### src/pfrs_pkg.sv
// ----------------------------------------------------------------------------
// pfrs_pkg
// Shared types for the prime factor range sieve.
// ----------------------------------------------------------------------------
package pfrs_pkg;

  localparam int unsigned ValueWidth = 16;

  typedef enum logic [1:0] {
    CLS_NORMAL = 2'd0,
    CLS_ONE    = 2'd1,
    CLS_BAD    = 2'd2
  } class_e;

  typedef struct packed {
    logic [ValueWidth-1:0] value;
    class_e                cls;
  } item_t;

endpackage

### src/pfrs_front.sv
// ----------------------------------------------------------------------------
// pfrs_front
// Accepts commands and sorts each value into normal, one or out of range.
// ----------------------------------------------------------------------------
module pfrs_front #(
  parameter int unsigned TABLE_SIZE = 65536
) (
  input  logic                  start_i,
  input  logic [15:0]           value_i,
  input  logic                  ready_i,
  input  logic                  full_i,
  output logic                  busy_o,
  output logic                  push_o,
  output pfrs_pkg::item_t       item_o
);
  import pfrs_pkg::*;

  assign busy_o = !ready_i || full_i;
  assign push_o = start_i && !busy_o;

  always_comb begin
    item_o.value = value_i;
    if ((value_i == '0) || (32'(value_i) >= 32'(TABLE_SIZE))) begin
      item_o.cls = CLS_BAD;
    end else if (value_i == 16'd1) begin
      item_o.cls = CLS_ONE;
    end else begin
      item_o.cls = CLS_NORMAL;
    end
  end

endmodule

### config.mk
export PLATFORM = sky130hd
export DESIGN_NAME = pfrs_front
export DESIGN_NICKNAME = d
export VERILOG_FILES = /design/src/pfrs_pkg.sv /design/src/pfrs_front.sv
export SDC_FILE = /design/constraint.sdc
export NUM_CORES = 1
export LEC_CHECK = 0
export BUFFER_PORTS_ARGS = -buffer_cell sky130_fd_sc_hd__buf_2
export CAP_MARGIN = 20
export CORE_AREA = 2 2 39 41
export DETAILED_ROUTE_END_ITERATION = 6
export DIE_AREA = 0 0 41 43
export PLACE_DENSITY = 0.61
export SYNTH_ARGS = -nofsm -noshare
export SYNTH_HDL_FRONTEND = slang
export SYNTH_SLANG_ARGS = --single-unit
### constraint.sdc
create_clock -name vclk -period 1.2
set_input_delay 0.12 -clock vclk [all_inputs]
set_output_delay 0.12 -clock vclk [all_outputs]
set_load 0.02 [all_outputs]
==> impl_metrics.py <==
metrics = {
    "run_status": {
        "outcome": "finished with violations",
        "failed_checks": "negative setup slack",
    },
    "timing": {
        "tightestPinTransition_ns": 0.1867,
        "setup_total_negative_slack_ns": -0.3008,
        "max_clock_freq_mhz": 737.6,
        "drv_slew": 0,
        "relSlewSlack": 0.8746,
        "unrepaired_setup_endpoints_after_global_routing": "true",
        "final_hold_vio_count": 0,
        "final.min_clock_period_ns": 1.356,
        "post-route-period-util": 1.130,
        "finalSetupViolations": 2,
        "postLayoutSetupSlackWorst_ns": -0.1558,
    },
    "routing": {
        "detailedRoute.firstPassIterationCount": 1,
        "routed_length_per_instance_um": 8.138,
        "vias": 246,
        "drt_iter0_markers": 0,
        "detail_route.drc_violations": 0,
        "antenna_left": 0,
        "totalWireLength_um": 529,
        "avgViaCountPerCell": 3.785,
    },
    "place": {
        "place_congestion": 0.5425,
        "dpl-instance-area_um2": 322.8,
        "port_buffers": 39,
        "hpwl_um": 498,
        "numPlacedInstances": 65,
    },
    "finish": {
        "ff_latch_area_um2": 0,
        "nFlopsAndLatches": 0,
        "area_growth_pct": 87.50,
        "layout.cell_area.non_filler_um2": 356.6,
        "clkbuf_count": 0,
        "diodes": 0,
        "nets": 70,
        "filler_cell_count": 152,
        "multi_input_logic_area_um2": 107.6,
        "final-instance-count-excl-fill": 65,
        "share_of_post_route_cells_with_drive_strength_above_1": 0.9184,
    },
    "yosys": {
        "post_synthesis_sequential_area_ratio": 0,
        "yosys_warnings": 0,
        "post_synth_num_cell_types": 8,
        "synth.top_cell.area_share": 0.6316,
        "synthCells": 26,
        "yosys.area.top_type": "buf_4",
        "post_synth_main_area_contributors": "buf_4 (63%), or4_1 (12%), nor4_1 (6.6%), or4_4 (5.9%), or4b_1 (5.3%)",
        "synthesized_area_um2": 190.2,
        "synth_fp_nets": 45,
        "average_cell_area_after_synthesis_um2": 7.315,
    },
    "grt": {
        "grt_util_all_layers": 0.05395,
        "antenna_violations_before_repair": 0,
        "via_count_of_the_first_global_routing_pass": 193,
        "grt_first_pass_wirelength_um": 710,
        "grt_max_degree": 4,
        "grt.overflow.total": 0,
    },
    "critical_path": {
        "critical_path_endpoint_category": "output pin",
        "required_time_of_the_critical_path_ns": 1.08,
        "worstPathMaxFanout": 2,
        "crit_end": "item_o[0]",
        "timing.critical_path.arrival_ns": 1.24,
        "critical_path.startpoint": "value_i[6]",
        "cp-start-kind": "input port",
        "critPathKind": "input port to output pin",
    },
    "floorplanning": {
        "placement_rows": 14,
        "dieWidth_um": 41,
        "core_region_area_um2": 1384,
        "io-pin-count": 39,
        "die_height_um": 43,
        "initial_core_utilization": 0.1374,
        "die-area_um2": 1763,
    },
    "worst_hold_path": {
        "worst_hold_path_type": "input port to output pin",
    },
    "pwr": {
        "peakVddDrop_uv": 92.63,
        "p_per_area_nw_per_um2": 361.9,
        "finalPower_uw": 129.0,
        "power_leakage_nw": 0.2132,
    },
    "clock_tree": {
        "cts_post_setup_buffers_inserted": 0,
    },
    "job": {
        "timing.max_cap.violations": 0,
    },
}
-- cell type report --
cell class         instances  area share
repair buffers            39      0.6316
multi-input cells          9      0.3018
inverters                  1     0.01053
well taps                 16     0.05614
-- cell families (layout without fill, tap and decap cells) --
logic type / Yosys count / after routing / share of synthesized area
and+or+nand+nor: 9 / 9 / 0.3487
buffers and inverters: 17 / 40 / 0.6513
-- where the power goes --
group / total [mW] / switching, mW / internal (mW)
logic: 0.129 / 0.0712 / 0.0579
clock network: 0 / 0 / 0
registers: 0 / 0 / 0
-- layout by cell type, fill, tap and decap left out --
cell type and n:
or4_1 1, or4b_4 1, buf_6 4, nor2_1 1
nor4_4 2, inv_1 1, or4_4 3, buf_2 33
buf_4 2, nand2b_1 1
-- cell usage after synthesis, drive strengths merged --
| cell type | n |
|---|---|
| or4 | 4 |
| nand2b | 1 |
| nor2 | 1 |
| buf | 16 |
| or4b | 1 |
| inv | 1 |
| nor4 | 2 |
-- what timing repair did --
item | CTS | global route
hold buffers | 0 | 0
endpoints found under the setup margin | 2 | 2
pin swaps | 5 | 5
resized for setup | 5 | 2
-- routing by layer --
layer  track usage  routed length (um)  share of wire
met5             0                   0              0
met4             0                   0              0
met2        0.1156                 323           0.61
met1       0.05380                 138           0.26
met3             0                  67           0.13
-- stage by stage --
stage / utilization / worst slack, ns / hold slack, ns
6_report: 0.2577 / -0.1558 / 0.4530
5_1_grt: 0.2577 / -0.2091 / 0.4595
4_1_cts: 0.2486 / -0.1598 / 0.4555
3_5_place_dp: 0.2333 / -0.1887 / 0.4747
3_3_place_gp: 0.2333 / -0.1849 / 0.4724
2_1_floorplan: - / -0.01871 / 0.3526
-- worst min path at each step --
stage,from,to,slack [ns],cells after the start
after floorplan,value_i[8],item_o[10],0.35,1
after global placement,value_i[13],item_o[15],0.47,2
after detailed placement,value_i[13],item_o[15],0.47,2
after CTS,value_i[2],item_o[4],0.46,2
after global routing,value_i[11],item_o[13],0.46,2
final,value_i[2],item_o[4],0.45,2
-- worst max-delay path, cell delays in order --
cell and delay [ns]:
buf_6 0.09, or4_4 0.56, nor4_4 0.28, buf_4 0.18
Power figures use the tool's default switching activity.
