<file path="config.mk">
export PLATFORM = sky130hd
export DESIGN_NAME = pfrs_fifo
export DESIGN_NICKNAME = d
export VERILOG_FILES = /design/src/pfrs_pkg.sv /design/src/pfrs_fifo.sv
export SDC_FILE = /design/constraint.sdc
export NUM_CORES = 1
export LEC_CHECK = 0
export BUFFER_PORTS_ARGS = -buffer_cell sky130_fd_sc_hd__buf_2
export CAP_MARGIN = 0
export CELL_PAD_IN_SITES_DETAIL_PLACEMENT = 0
export CELL_PAD_IN_SITES_GLOBAL_PLACEMENT = 1
export CORE_UTILIZATION = 40
export DETAILED_ROUTE_END_ITERATION = 6
export PLACE_DENSITY_LB_ADDON = 0.1
export SLEW_MARGIN = 20
export SYNTH_ARGS = -nofsm -noshare
export SYNTH_HDL_FRONTEND = slang
export SYNTH_SLANG_ARGS = --single-unit
</file>
<file path="constraint.sdc">
create_clock -name clk_i -period 2 [get_ports clk_i]
set_clock_uncertainty 0.15 [all_clocks]
set_input_delay 0.1 -clock clk_i [delete_from_list [all_inputs] [get_ports clk_i]]
set_output_delay 0.1 -clock clk_i [all_outputs]
set_load 0.03 [all_outputs]
</file>
<file path="src/pfrs_pkg.sv">
// ----------------------------------------------------------------------------
// pfrs_pkg
// Shared types for the prime factor range sieve.
// ----------------------------------------------------------------------------
package pfrs_pkg;

  localparam int unsigned ValueWidth = 16;

  typedef enum logic [1:0] {
    CLS_NORMAL = 2'd0,
    CLS_ONE    = 2'd1,
    CLS_BAD    = 2'd2
  } class_e;

  typedef struct packed {
    logic [ValueWidth-1:0] value;
    class_e                cls;
  } item_t;

endpackage

</file>
<file path="src/pfrs_fifo.sv">
// ----------------------------------------------------------------------------
// pfrs_fifo
// Two-entry queue between the command front and the factoring engine.
// ----------------------------------------------------------------------------
module pfrs_fifo (
  input  logic            clk_i,
  input  logic            rst_ni,
  input  logic            push_i,
  input  pfrs_pkg::item_t item_i,
  input  logic            pop_i,
  output logic            full_o,
  output logic            empty_o,
  output pfrs_pkg::item_t item_o
);
  import pfrs_pkg::*;

  item_t      mem_q [2];
  logic       wptr_q;
  logic       rptr_q;
  logic [1:0] cnt_q;
  logic       do_pop;

  assign full_o  = (cnt_q == 2'd2);
  assign empty_o = (cnt_q == 2'd0);
  assign item_o  = mem_q[rptr_q];
  assign do_pop  = pop_i && !empty_o;

  always_ff @(posedge clk_i) begin
    if (push_i) begin
      mem_q[wptr_q] <= item_i;
    end
  end

  always_ff @(posedge clk_i or negedge rst_ni) begin
    if (!rst_ni) begin
      wptr_q <= 1'b0;
      rptr_q <= 1'b0;
      cnt_q  <= 2'd0;
    end else begin
      if (push_i) begin
        wptr_q <= !wptr_q;
      end
      if (do_pop) begin
        rptr_q <= !rptr_q;
      end
      if (push_i && !do_pop) begin
        cnt_q <= cnt_q + 2'd1;
      end else if (do_pop && !push_i) begin
        cnt_q <= cnt_q - 2'd1;
      end
    end
  end

endmodule

</file>
==> summary.md <==
| Metric | Value |
|---|---|
| Status | `completed` |
| Die height | `roughly 64 µm` |
| Most common cell in the netlist | `edfxtp_1` |
| Top-area cell type share of the netlist area | `70.4%` |
| FP Rows | `22` |
| Library cells used by synthesis | `13` |
| Crit path kind | `reg -> out` |
| Hold/Removal Path Class | `reg -> reg` |
| Worst-Margin Slew | `0.244 ns` |
| Startpoint types | `flop` |
| PwrDens | `1360 mW/mm²` |
| GRT Residual Overflow | `0` |
| Drt initial violations | `9` |
| Worst Hold Depth | `1` |
| Crit path DAT | `1.37 ns` |
| I/O Buffers | `41` |
| Tcrit/Tclk final | `81.2%` |
| Cells after DPL | `roughly 160` |
| Worst vdd ir | `~0.65 mV` |
| Clock Latency Late Sink | `0.28 ns` |
| Met2 WL | `~1200 µm` |
| Io pins | `42` |
| Met1 Wirelength | `938 µm` |
| Post-route ant nets | `0` |
| Synth area leader | `edfxtp_1` |
| Post-synth EDFFs | `36` |
| Global-route wire length before repair | `roughly 3600 µm` |
| DRT Pass-1 Iters | `3` |
| RR Endpoint | `cnt_q[1]` |
| R2R depth | `5` |
| Fin area | `about 0.0021 mm²` |
| FF-to-FF Start | `cnt_q[0]` |
| Post-layout util | `58.0%` |
| Dpl cell area | `0.00180 mm²` |
| Via density | `4.26` |
| Fmax achieved | `0.616 GHz` |
| CTS Buffer Depth | `2` |
| Largest net degree at the start of global routing | `19` |
| Avg Inst Size Synth | `roughly 21 µm²` |
| WL final | `2230 µm` |
| Area grow syn2layout | `38.2%` |
| Top_reg_cell synth | `edfxtp_1` |
| Hold Fails Final Rpt | `0` |
| R2R setup slack | `just over 0.5 ns` |
| HP Start | `wptr_q` |
| Initial Util | `42.0%` |
| Crit. End Element | `output pin` |
| Commonest cells post-synth | `edfxtp_1 (36), mux2_2 (9), mux2_4 (9)` |
| CTS Buf Count | `5` |
| Initial antenna violation count | `0` |
| Top layer in use | `met4` |
| Synth top area cells | `edfxtp_1 (70%), mux2_4 (8.8%), mux2_2 (6.6%), dfrtp_1 (6.5%), xor2_1 (1.7%)` |
| Yosys warnings | `0` |
| Sequential fraction of the synthesis area | `76.9%` |
| Cells after synthesis | `72` |
| Clk sink count | `40` |
| Nets | `167` |
| Max-Cap Viols | `0` |
| GPL Wtd Cong | `roughly 0.58` |
| Power Total | `2.88 mW` |
| All-Layer GR Usage | `12.3%` |
| Core area | `0.00366 mm²` |
| Async SR Flop Fraction | `approximately a tenth` |
| Detailed Place HPWL | `1420 µm` |
| Slew Limit Headroom | `a little over four fifths` |
| WL/cell | `about 12 µm` |
| DRC Markers | `0` |
| DIE WIDTH | `64.0 µm` |
| Worst EP required | `approximately 1.8 ns` |
| Reg clk slew, reported paths | `roughly 0.070 ns` |
| N_diodes | `0` |
| Final Max Slew Viols | `0` |
| Setup bufs post-CTS | `0` |
| Register bit total from synthesis | `40` |
| Max H-tree Level | `2` |
| CTS tree | `done` |
| RSZ-0062 raised after global routing | `no` |
| Leakage dissipation | `0.859 nW` |
| Vias | `823` |
| Number of global-route vias before repair | `829` |
| Hold Path Sink | `wptr_q` |
| Finished Layout Cells | `around 190` |
| WL met3 | `123 µm` |
| Root Buffer | `clkbuf_8` |
| Die footprint | `approximately 0.0041 mm²` |
| Crit Path Max Fanout | `10` |
| Post-route minimum period | `1.62 ns` |
| Syn Nets | `between 90 and 100` |
| TNS Setup | `0 ns` |
| Share of layout cells above drive strength 1 | `49.0%` |
| Final setup violation count | `0` |
| Synth Cell Area | `between 0.0015 and 0.002 mm²` |
| Fill count | `300` |
## critical path, stage by stage, from the launching register on
cell and delay (ns):
dfrtp_1 0.34, buf_4 0.23, mux2_2 0.35, buf_2 0.17
## registers in the layout (all words and copies together), names as in the netlist
register,count
rptr_q,1
cnt_q,2
mem_q,36
wptr_q,1
## cells by family after synthesis
kind of cell,count (synthesis),share of synthesized area (%)
mux,18,15.4
flops,40,76.9
simple gates,5,1.71
buf+inv,2,2.04
xor+xnor,5,2.85
fa+ha+maj,1,0.814
compound gates,1,0.325
## where the power goes
part	switching [mW]	internal [mW]
registers	0.0685	1.12
logic	0.670	0.467
clock network	0.242	0.314
total	0.980	1.90
## worst max path at each step
| stage | from | end | slack (ns) | cells past startpoint |
|---|---|---|---|---|
| floorplan | wptr_q | mem_q[0][0] | 0.23 | 1 |
| global placement | cnt_q[0] | cnt_q[1] | 0.58 | 5 |
| detailed placement | cnt_q[0] | cnt_q[1] | 0.51 | 5 |
| CTS | rptr_q | item_o[10] | 0.35 | 3 |
| global route | rptr_q | item_o[10] | 0.31 | 3 |
| finish | rptr_q | item_o[10] | 0.38 | 3 |
## what timing repair did
action	CTS	global route
hold buffers	22	0
endpoints found under the hold margin	42	0
gates resized for setup	0	0
## layer usage
layer	up-vias	global-route usage [%]
met4	0	3.41
met1	380	13.4
met2	24	21.4
met5	-	0
li1	417	-
met3	2	5.36
## cell type report
class	count	area (µm²)	area share, %
tap	48	60.1	2.83
sequential	40	1180	55.6
timing repair buffer	67	455	21.4
multi-input combinational	30	327	15.4
clock buffer	8	100	4.71
## cell usage in the layout (no fill, tap or decap)
master / n
clkbuf_8: 7
edfxtp_1: 36
ha_1: 1
buf_2: 41
buf_4: 4
mux2_4: 9
clkbuf_1: 1
xor2_1: 3
nor2_1: 2
xnor2_1: 2
mux2_2: 9
dfrtp_1: 4
and2_1: 1
o21ai_1: 1
nor2b_1: 1
nor2b_2: 1
dlygate4sd3_1: 22
## through the flow
stage	hold WS (ns)	setup WS [ns]
after floorplan	-0.346	0.229
after global placement	-0.241	0.582
after detailed placement	-0.240	0.508
after CTS	0.359	0.348
after global routing	0.379	0.308
final	0.355	0.376
Power figures use the tool's default switching activity.
